<file path="config.mk">
export PLATFORM = sky130hd
export DESIGN_NAME = char_lcd_nibble_writer
export DESIGN_NICKNAME = d
export VERILOG_FILES = /design/src/hdl/lcdnw_pkg.sv /design/src/hdl/char_lcd_nibble_writer.sv /design/src/hdl/lcdnw_front.sv /design/src/hdl/lcdnw_back.sv
export SDC_FILE = /design/constraint.sdc
export NUM_CORES = 1
export LEC_CHECK = 0
export BUFFER_PORTS_ARGS = -buffer_cell sky130_fd_sc_hd__buf_2
export CORE_ASPECT_RATIO = 0.6
export CORE_MARGIN = 8
export CORE_UTILIZATION = 48
export DETAILED_ROUTE_END_ITERATION = 10
export GPL_TIMING_DRIVEN = 1
export PLACE_DENSITY = 0.69
export SETUP_SLACK_MARGIN = 0.05
export SLEW_MARGIN = 20
export SYNTH_ARGS = -nofsm -noshare
export SYNTH_HDL_FRONTEND = slang
export SYNTH_HIERARCHICAL = 1
export SYNTH_SLANG_ARGS = --single-unit
</file>
<file path="constraint.sdc">
create_clock -name i_clk -period 3.4 [get_ports i_clk]
set_input_delay 0.34 -clock i_clk [delete_from_list [all_inputs] [get_ports i_clk]]
set_output_delay 0.34 -clock i_clk [all_outputs]
set_load 0.01 [all_outputs]
</file>
<file path="src/hdl/lcdnw_pkg.sv">
// lcdnw_pkg: shared types, codes and pin word helpers for the character lcd nibble writer
// no dependencies; used by lcdnw_front, lcdnw_back and char_lcd_nibble_writer
`default_nettype none

package lcdnw_pkg;

    // request kinds as they arrive on the input
    localparam logic [1:0] KIND_INIT   = 2'd0;
    localparam logic [1:0] KIND_CMD    = 2'd1;
    localparam logic [1:0] KIND_DATA   = 2'd2;
    localparam logic [1:0] KIND_CURSOR = 2'd3;

    // configuration register indexes
    localparam logic [1:0] CFG_FUNCTION = 2'd0;
    localparam logic [1:0] CFG_DISPLAY  = 2'd1;
    localparam logic [1:0] CFG_ENTRY    = 2'd2;

    localparam logic [7:0] FUNCTION_RESET = 8'h28;
    localparam logic [7:0] DISPLAY_RESET  = 8'h0c;
    localparam logic [7:0] ENTRY_RESET    = 8'h06;

    // cursor row base addresses, also the home command
    localparam logic [7:0] ROW0_BASE = 8'h80;
    localparam logic [7:0] ROW1_BASE = 8'hc0;

    // fixed pin words of the reset nibble sequence
    localparam logic [7:0] PIN_ALL_OUT  = 8'h00;
    localparam logic [7:0] PIN_ALL_HIGH = 8'hff;
    localparam logic [7:0] PIN_RST_EN   = 8'h61;
    localparam logic [7:0] PIN_RST      = 8'h60;
    localparam logic [7:0] PIN_4BIT_EN  = 8'h21;
    localparam logic [7:0] PIN_4BIT     = 8'h20;

    localparam logic [4:0] PAUSE_NONE   = 5'd0;
    localparam logic [4:0] PAUSE_STEP   = 5'd1;
    localparam logic [4:0] PAUSE_END    = 5'd2;
    localparam logic [4:0] PAUSE_LONG   = 5'd20;
    localparam logic [4:0] PAUSE_RST1   = 5'd15;
    localparam logic [4:0] PAUSE_RST2   = 5'd5;
    localparam logic [4:0] PAUSE_4BIT   = 5'd6;

    // sequencer step counts
    localparam int          STEP_W     = 5;
    localparam logic [4:0]  INIT_FIXED = 5'd10;
    localparam logic [4:0]  INIT_LAST  = 5'd25;
    localparam logic [1:0]  CMD_LAST   = 2'd3;
    localparam logic [4:0]  DATA_LAST  = 5'd5;

    // request queue between front and back
    localparam int JOBQ_DEPTH = 2;
    localparam int JOBQ_AW    = $clog2(JOBQ_DEPTH);
    localparam int JOBQ_CW    = $clog2(JOBQ_DEPTH + 1);

    typedef enum logic [1:0] {
        OP_INIT,
        OP_CMD,
        OP_DATA
    } t_op;

    typedef struct packed {
        t_op        op;
        logic [7:0] cmd;
    } t_job;

    typedef struct packed {
        logic valid;
        t_job job;
    } t_job_link;

    typedef struct packed {
        logic       dir;
        logic [7:0] pin;
        logic [4:0] pause;
        logic       last;
    } t_word;

    // nibble reversed onto bits 6..3
    function automatic logic [7:0] nib_word(input logic [3:0] n);
        return {1'b0, n[0], n[1], n[2], n[3], 3'b000};
    endfunction

    // one of the four words of a command byte
    function automatic t_word cmd_word(input logic [7:0] c, input logic [1:0] sub);
        t_word      w;
        logic [7:0] hi;
        logic [7:0] lo;
        hi = nib_word(c[7:4]);
        lo = nib_word(c[3:0]);
        w  = '0;
        case (sub)
            2'd0: begin
                w.pin   = hi | 8'h01;
                w.pause = PAUSE_STEP;
            end
            2'd1: begin
                w.pin   = hi;
                w.pause = PAUSE_STEP;
            end
            2'd2: begin
                w.pin   = lo | 8'h01;
                w.pause = PAUSE_STEP;
            end
            default: begin
                w.pin   = lo;
                w.pause = PAUSE_END;
            end
        endcase
        return w;
    endfunction

    // one of the six words of a data byte, register select set
    function automatic t_word data_word(input logic [7:0] c, input logic [2:0] s);
        t_word      w;
        logic [7:0] hi;
        logic [7:0] lo;
        hi = nib_word(c[7:4]) | 8'h02;
        lo = nib_word(c[3:0]) | 8'h02;
        w  = '0;
        case (s)
            3'd0: begin
                w.pin   = hi | 8'h01;
                w.pause = PAUSE_NONE;
            end
            3'd1: begin
                w.pin   = hi | 8'h01;
                w.pause = PAUSE_STEP;
            end
            3'd2: begin
                w.pin   = hi;
                w.pause = PAUSE_STEP;
            end
            3'd3: begin
                w.pin   = lo | 8'h01;
                w.pause = PAUSE_NONE;
            end
            3'd4: begin
                w.pin   = lo | 8'h01;
                w.pause = PAUSE_STEP;
            end
            default: begin
                w.pin   = lo;
                w.pause = PAUSE_END;
            end
        endcase
        return w;
    endfunction

    // fixed head of the init sequence: direction write and reset nibbles
    function automatic t_word init_word(input logic [3:0] s);
        t_word w;
        w = '0;
        case (s)
            4'd0: begin
                w.dir = 1'b1;
                w.pin = PIN_ALL_OUT;
            end
            4'd1: begin
                w.pin   = PIN_ALL_HIGH;
                w.pause = PAUSE_LONG;
            end
            4'd2, 4'd4, 4'd6: w.pin = PIN_RST_EN;
            4'd3: begin
                w.pin   = PIN_RST;
                w.pause = PAUSE_RST1;
            end
            4'd5, 4'd7: begin
                w.pin   = PIN_RST;
                w.pause = PAUSE_RST2;
            end
            4'd8: w.pin = PIN_4BIT_EN;
            default: begin
                w.pin   = PIN_4BIT;
                w.pause = PAUSE_4BIT;
            end
        endcase
        return w;
    endfunction

endpackage

`default_nettype wire

</file>
<file path="src/hdl/char_lcd_nibble_writer.sv">
// char_lcd_nibble_writer: top level of the 4-bit character lcd pin word sequencer
// depends on lcdnw_pkg, lcdnw_front and lcdnw_back
`default_nettype none

// Each request becomes a run of pin words, one word a cycle while results are
// being popped: a command or cursor move is 4 words, a data byte 6 and init
// 26. The back sequencer emits the words of the request at the head of a
// two-deep request queue; the front keeps taking requests until the queue holds
// two. The oldest word waits in a result register, and the next word is loaded
// in the same cycle that it is popped.
// Configuration writes take effect at once and should be made while idle.
module char_lcd_nibble_writer (
    input  wire logic       i_clk,
    input  wire logic       i_rst_n,
    input  wire logic       i_cfg_we,
    input  wire logic [1:0] i_cfg_index,
    input  wire logic [7:0] i_cfg_data,
    input  wire logic       push,
    output logic            full,
    input  wire logic [1:0] i_kind,
    input  wire logic [7:0] i_value,
    input  wire logic       i_row,
    input  wire logic [5:0] i_col,
    output logic            empty,
    input  wire logic       pop,
    output logic            o_to_direction,
    output logic [7:0]      o_pin_word,
    output logic [4:0]      o_pause_units,
    output logic            o_last
);

    lcdnw_pkg::t_job_link link;
    lcdnw_pkg::t_word     word;
    logic                 deq;

    // request intake and queue
    lcdnw_front u_front (
        .i_clk   (i_clk),
        .i_rst_n (i_rst_n),
        .i_push  (push),
        .o_full  (full),
        .i_kind  (i_kind),
        .i_value (i_value),
        .i_row   (i_row),
        .i_col   (i_col),
        .o_link  (link),
        .i_deq   (deq)
    );

    // word sequencer and result register
    lcdnw_back u_back (
        .i_clk       (i_clk),
        .i_rst_n     (i_rst_n),
        .i_cfg_we    (i_cfg_we),
        .i_cfg_index (i_cfg_index),
        .i_cfg_data  (i_cfg_data),
        .i_link      (link),
        .o_deq       (deq),
        .o_empty     (empty),
        .i_pop       (pop),
        .o_word      (word)
    );

    assign o_to_direction = word.dir;
    assign o_pin_word     = word.pin;
    assign o_pause_units  = word.pause;
    assign o_last         = word.last;

endmodule

`default_nettype wire

</file>
<file path="src/hdl/lcdnw_front.sv">
// lcdnw_front: takes requests, turns each into an operation and byte, holds them in a short queue
// depends on lcdnw_pkg
`default_nettype none

module lcdnw_front (
    input  wire logic                 i_clk,
    input  wire logic                 i_rst_n,
    input  wire logic                 i_push,
    output logic                      o_full,
    input  wire logic [1:0]           i_kind,
    input  wire logic [7:0]           i_value,
    input  wire logic                 i_row,
    input  wire logic [5:0]           i_col,
    output lcdnw_pkg::t_job_link      o_link,
    input  wire logic                 i_deq
);

    lcdnw_pkg::t_job                       n_job;
    lcdnw_pkg::t_job                       r_q [lcdnw_pkg::JOBQ_DEPTH];
    logic [lcdnw_pkg::JOBQ_AW-1:0]         r_wr_ptr;
    logic [lcdnw_pkg::JOBQ_AW-1:0]         r_rd_ptr;
    logic [lcdnw_pkg::JOBQ_CW-1:0]         r_count;
    logic                                  enq;

    // classify the incoming beat
    always_comb begin
        n_job = '0;
        case (i_kind)
            lcdnw_pkg::KIND_CMD: begin
                n_job.op  = lcdnw_pkg::OP_CMD;
                n_job.cmd = i_value;
            end
            lcdnw_pkg::KIND_DATA: begin
                n_job.op  = lcdnw_pkg::OP_DATA;
                n_job.cmd = i_value;
            end
            lcdnw_pkg::KIND_CURSOR: begin
                n_job.op  = lcdnw_pkg::OP_CMD;
                n_job.cmd = (i_row ? lcdnw_pkg::ROW1_BASE : lcdnw_pkg::ROW0_BASE)
                            + {2'b00, i_col};
            end
            default: begin
                n_job.op  = lcdnw_pkg::OP_INIT;
                n_job.cmd = i_value;
            end
        endcase
    end

    assign o_full = (r_count == lcdnw_pkg::JOBQ_CW'(lcdnw_pkg::JOBQ_DEPTH));
    assign enq    = i_push && !o_full;

    // queue storage
    always_ff @(posedge i_clk) begin
        if (enq) begin
            r_q[r_wr_ptr] <= n_job;
        end
    end

    // queue pointers and fill count
    always_ff @(posedge i_clk) begin
        if (!i_rst_n) begin
            r_wr_ptr <= '0;
            r_rd_ptr <= '0;
            r_count  <= '0;
        end else begin
            if (enq) begin
                r_wr_ptr <= r_wr_ptr + 1'b1;
            end
            if (i_deq) begin
                r_rd_ptr <= r_rd_ptr + 1'b1;
            end
            if (enq && !i_deq) begin
                r_count <= r_count + 1'b1;
            end else if (i_deq && !enq) begin
                r_count <= r_count - 1'b1;
            end
        end
    end

    assign o_link.valid = (r_count != '0);
    assign o_link.job   = r_q[r_rd_ptr];

    // queue checks
    a_count_range: assert property (@(posedge i_clk) disable iff (!i_rst_n)
        r_count <= lcdnw_pkg::JOBQ_CW'(lcdnw_pkg::JOBQ_DEPTH))
        else $error("request queue count out of range");

    a_no_deq_empty: assert property (@(posedge i_clk) disable iff (!i_rst_n)
        i_deq |-> (r_count != '0))
        else $error("request dequeued from empty queue");

    a_ptr_gap: assert property (@(posedge i_clk) disable iff (!i_rst_n)
        (r_count == '0) |-> (r_wr_ptr == r_rd_ptr))
        else $error("queue pointers disagree with empty count");

endmodule

`default_nettype wire

</file>
<file path="src/hdl/lcdnw_back.sv">
// lcdnw_back: emits the pin words of the queue head request, one word a cycle unless a held
// word is unpopped; depends on lcdnw_pkg; holds the configuration and result registers
`default_nettype none

module lcdnw_back (
    input  wire logic                 i_clk,
    input  wire logic                 i_rst_n,
    input  wire logic                 i_cfg_we,
    input  wire logic [1:0]           i_cfg_index,
    input  wire logic [7:0]           i_cfg_data,
    input  wire lcdnw_pkg::t_job_link i_link,
    output logic                      o_deq,
    output logic                      o_empty,
    input  wire logic                 i_pop,
    output lcdnw_pkg::t_word          o_word
);

    logic [7:0]                      r_function;
    logic [7:0]                      r_display;
    logic [7:0]                      r_entry;
    logic [lcdnw_pkg::STEP_W-1:0]    r_step;
    logic [lcdnw_pkg::STEP_W-1:0]    init_off;
    logic [7:0]                      init_cmd;
    lcdnw_pkg::t_word                n_word;
    lcdnw_pkg::t_word                r_word;
    logic                            r_valid;
    logic                            advance;

    // configuration registers
    always_ff @(posedge i_clk) begin
        if (!i_rst_n) begin
            r_function <= lcdnw_pkg::FUNCTION_RESET;
            r_display  <= lcdnw_pkg::DISPLAY_RESET;
            r_entry    <= lcdnw_pkg::ENTRY_RESET;
        end else if (i_cfg_we) begin
            case (i_cfg_index)
                lcdnw_pkg::CFG_FUNCTION: r_function <= i_cfg_data;
                lcdnw_pkg::CFG_DISPLAY:  r_display  <= i_cfg_data;
                lcdnw_pkg::CFG_ENTRY:    r_entry    <= i_cfg_data;
                default: ;
            endcase
        end
    end

    // pick the set-up command for the tail of init
    assign init_off = r_step - lcdnw_pkg::INIT_FIXED;

    always_comb begin
        case (init_off[3:2])
            2'd0:    init_cmd = r_function;
            2'd1:    init_cmd = r_display;
            2'd2:    init_cmd = r_entry;
            default: init_cmd = lcdnw_pkg::ROW0_BASE;
        endcase
    end

    // word for the current step
    always_comb begin
        n_word = '0;
        case (i_link.job.op)
            lcdnw_pkg::OP_INIT: begin
                if (r_step < lcdnw_pkg::INIT_FIXED) begin
                    n_word = lcdnw_pkg::init_word(r_step[3:0]);
                end else begin
                    n_word = lcdnw_pkg::cmd_word(init_cmd, init_off[1:0]);
                end
                n_word.last = (r_step == lcdnw_pkg::INIT_LAST);
            end
            lcdnw_pkg::OP_CMD: begin
                n_word      = lcdnw_pkg::cmd_word(i_link.job.cmd, r_step[1:0]);
                n_word.last = (r_step[1:0] == lcdnw_pkg::CMD_LAST);
            end
            lcdnw_pkg::OP_DATA: begin
                n_word      = lcdnw_pkg::data_word(i_link.job.cmd, r_step[2:0]);
                n_word.last = (r_step == lcdnw_pkg::DATA_LAST);
            end
            default: begin
                n_word.last = 1'b1;
            end
        endcase
    end

    assign advance = i_link.valid && (!r_valid || i_pop);
    assign o_deq   = advance && n_word.last;

    // step counter
    always_ff @(posedge i_clk) begin
        if (!i_rst_n) begin
            r_step <= '0;
        end else if (advance) begin
            r_step <= n_word.last ? '0 : r_step + 1'b1;
        end
    end

    // result register
    always_ff @(posedge i_clk) begin
        if (!i_rst_n) begin
            r_valid <= 1'b0;
        end else if (advance) begin
            r_valid <= 1'b1;
        end else if (i_pop) begin
            r_valid <= 1'b0;
        end
    end

    always_ff @(posedge i_clk) begin
        if (advance) begin
            r_word <= n_word;
        end
    end

    assign o_empty = !r_valid;
    assign o_word  = r_word;

    // sequencer checks
    a_step_range: assert property (@(posedge i_clk) disable iff (!i_rst_n)
        r_step <= lcdnw_pkg::INIT_LAST)
        else $error("sequencer step out of range");

    a_step_needs_job: assert property (@(posedge i_clk) disable iff (!i_rst_n)
        (r_step != '0) |-> i_link.valid)
        else $error("request left the queue in mid sequence");

    a_last_restarts: assert property (@(posedge i_clk) disable iff (!i_rst_n)
        o_deq |=> (r_step == '0))
        else $error("step counter not cleared after final word");

    a_advance_fills: assert property (@(posedge i_clk) disable iff (!i_rst_n)
        advance |=> r_valid)
        else $error("generated word not held for output");

endmodule

`default_nettype wire

</file>
==> results.cfg <==
[timing]
max_freq_mhz = 397.1
post-route-period-util = 0.7406
finalMaxSlewViolations = 0
worst_slew_pin_slew_ns = 0.9367
rsz0062_at_grt = no
hold_violations = 0
fin_crit_ns = 2.518
fin_setup_tns_ns = 0
fin_skew_ns = 0.004601
setup_violations = 0
maxSlewHeadroom = 0.3721

[floorplan]
die_area_sq_um = 10310
row_count = 24
die_w_microns = 125.9
ios = 49
start_util = 0.4863
die_y_microns = 81.92
core_sq_um = 7147

[yosys]
dominantRegCellSynth = dfxtp_1
ys_ff_latch = 69
synth_nets = 376
synth.cell_area_sq_um = 3476
yosys_warnings = 6
synth-edff-count = 34
ys_types = 50
syn_inst = 335
synth.avg_cell_area_sq_um = 10.38
seq_area_frac_synth = 0.4953
synth_top_area_share = 0.2937
ys_top_cells_by_area = edfxtp_1 29%, dfxtp_1 20%, mux2i_1 9.2%
synth_top_area_cell = edfxtp_1
async_flop_share = 0

[grt]
first_global_vias = 2496
grt_max_degree = 25
track_usage = 0.1564
grt_pass1_wl_microns = 12590
grt-ovfl-total = 0
antenna_found_initial = 0

[cells_and_area]
nets = 418
synthToLayoutAreaGrowth_pct = 15.44
diodes = 0
post-route-util = 0.5615
final_cell_mix = 48 x buf_2, 35 x dfxtp_1, 34 x edfxtp_1
fillers = 621
drive_above_1_share = 0.2382
final_common_cell = buf_2

[critical_path]
end_kind = flip-flop
path_max_fanout = 12
crit_path_start_kind = flip-flop
setup.worst_path.class = flip-flop to flip-flop
ff2ff_path_depth = 9
cp.required_ns = 3.66
cp.arrival_ns = 2.78

[status]
outcome = completed

[clocking]
cts_buffer_depth = 2
cts_hold_buf = 0
cts_sinks = 69
cts_made_buffers = 9
post_cts_buffers = 0
post_cts_resize_count = 0
htreeDepth = 3
clk_latency_ns = 0.33
cts_tree = yes
clockRootBuffer = clkbuf_16
clk_pin_slew_ns = 0.05

[hold_path]
hold_path_class = input pin to flip-flop
worstHoldPathCells = 1

[route]
routed_wl_microns = 7629
drtAntennaViolNets = 0
drt_iter0_markers = 203
num_vias = 2562
drc = 0
vias_per_cell = 5.416
firstDrtPassIters = 5
wl_per_cell_microns = 16.13

[place]
hpwl_microns = 5698
port_buffers = 48
gp_congestion = 0.8796

[power_and_ir_drop]
ir_drop_v = 0.0003570
power_density_nw_per_um2 = 769.7
p_leak_nw = 1.635

[flow_run]
cap_violations = 0
[per-layer routing]
metal	GRT usage	vias up	part of all wire
li1	-	1287	-
met5	0	-	0
met2	0.2145	94	0.41
met3	0.05444	6	0.077
met4	0.06913	0	0.0092
met1	0.2176	1175	0.51
[power breakdown]
group / leakage, nW / total [mW] / internal (mW) / switching [mW]
sequential: 0.609 / 1.17 / 1.11 / 0.0670
combinational: 0.898 / 1.11 / 0.431 / 0.677
clock: 0.127 / 0.807 / 0.490 / 0.318
[path summary, 6_finish.rpt]
path | endpoint | from | slack (ns)
max | u_front/r_count[1] | flip-flop | 0.88
min | u_front/r_q[1][8] | i_kind[0] | 0.23
max reg2reg | u_front/r_count[1] | flip-flop | 0.88
min reg2reg | u_back/r_entry[1] | u_back/r_entry[1] | 0.49
[flip-flops by register name, indices dropped and copies added, names as in the netlist, named ones only]
signal / flops
u_front/r_rd_ptr: 1
u_back/r_valid: 1
u_back/r_display: 8
u_back/r_function: 8
u_back/r_entry: 8
u_front/r_q: 20
u_front/r_count: 2
u_back/r_step: 5
u_back/o_word: 14
u_front/r_wr_ptr: 1
[synthesized netlist by cell type, types with 8 or more instances]
cell type / count
mux2_2: 17
inv_1: 11
nand2_1: 22
a21oi_1: 15
dfxtp_1: 35
o21ai_0: 15
mux2i_1: 32
edfxtp_1: 34
ha_1: 9
nand3_1: 12
clkbuf_1: 8
nor2_1: 33
[area by class of cell]
| class | instances | area (sq um) | share of cell area |
|---|---|---|---|
| flip-flops and latches | 69 | 1722 | 0.4291 |
| clock inverters | 3 | 15.01 | 0.003742 |
| inverters | 13 | 48.80 | 0.01216 |
| multi-input cells | 233 | 1610 | 0.4013 |
| well taps | 91 | 113.9 | 0.02838 |
| clock buffers | 13 | 240.2 | 0.05987 |
| repair buffers | 51 | 262.8 | 0.06548 |
[critical path: stages, from the launching register on]
cell and delay [ns]:
dfxtp_1 0.33, buf_4 0.18, mux2_2 0.44, nand2b_1 0.17
o21a_2 0.25, nor2_1 0.16, inv_1 0.06, ha_1 0.33
or3_1 0.38, a21oi_1 0.14
[cells by family after synthesis]
kind of cell             Yosys count  share of synthesized area
AND/OR/NAND/NOR                  106                     0.1501
flip-flops                        69                     0.4953
AO/OA/AOI/OAI                     65                     0.1213
multiplexers                      49                     0.1472
buffers and inverters             33                    0.04140
adder cells (fa/ha/maj)            9                    0.03240
XOR/XNOR                           4                    0.01224
[metrics by stage]
step	power, mW	worst slack (ns)	hold slack [ns]	cell area [sq um]	cells
global route	3.289	0.6867	0.2307	4013	473
CTS	3.107	0.8738	0.2214	4013	473
floorplan	1.972	0.9483	0.4413	3476	335
finish	3.089	0.8820	0.2299	4013	473
detailed placement	2.295	0.8946	0.4745	3757	457
global placement	2.265	0.9665	0.4639	3757	457
Note: power is estimated with default switching activity, not from simulation.
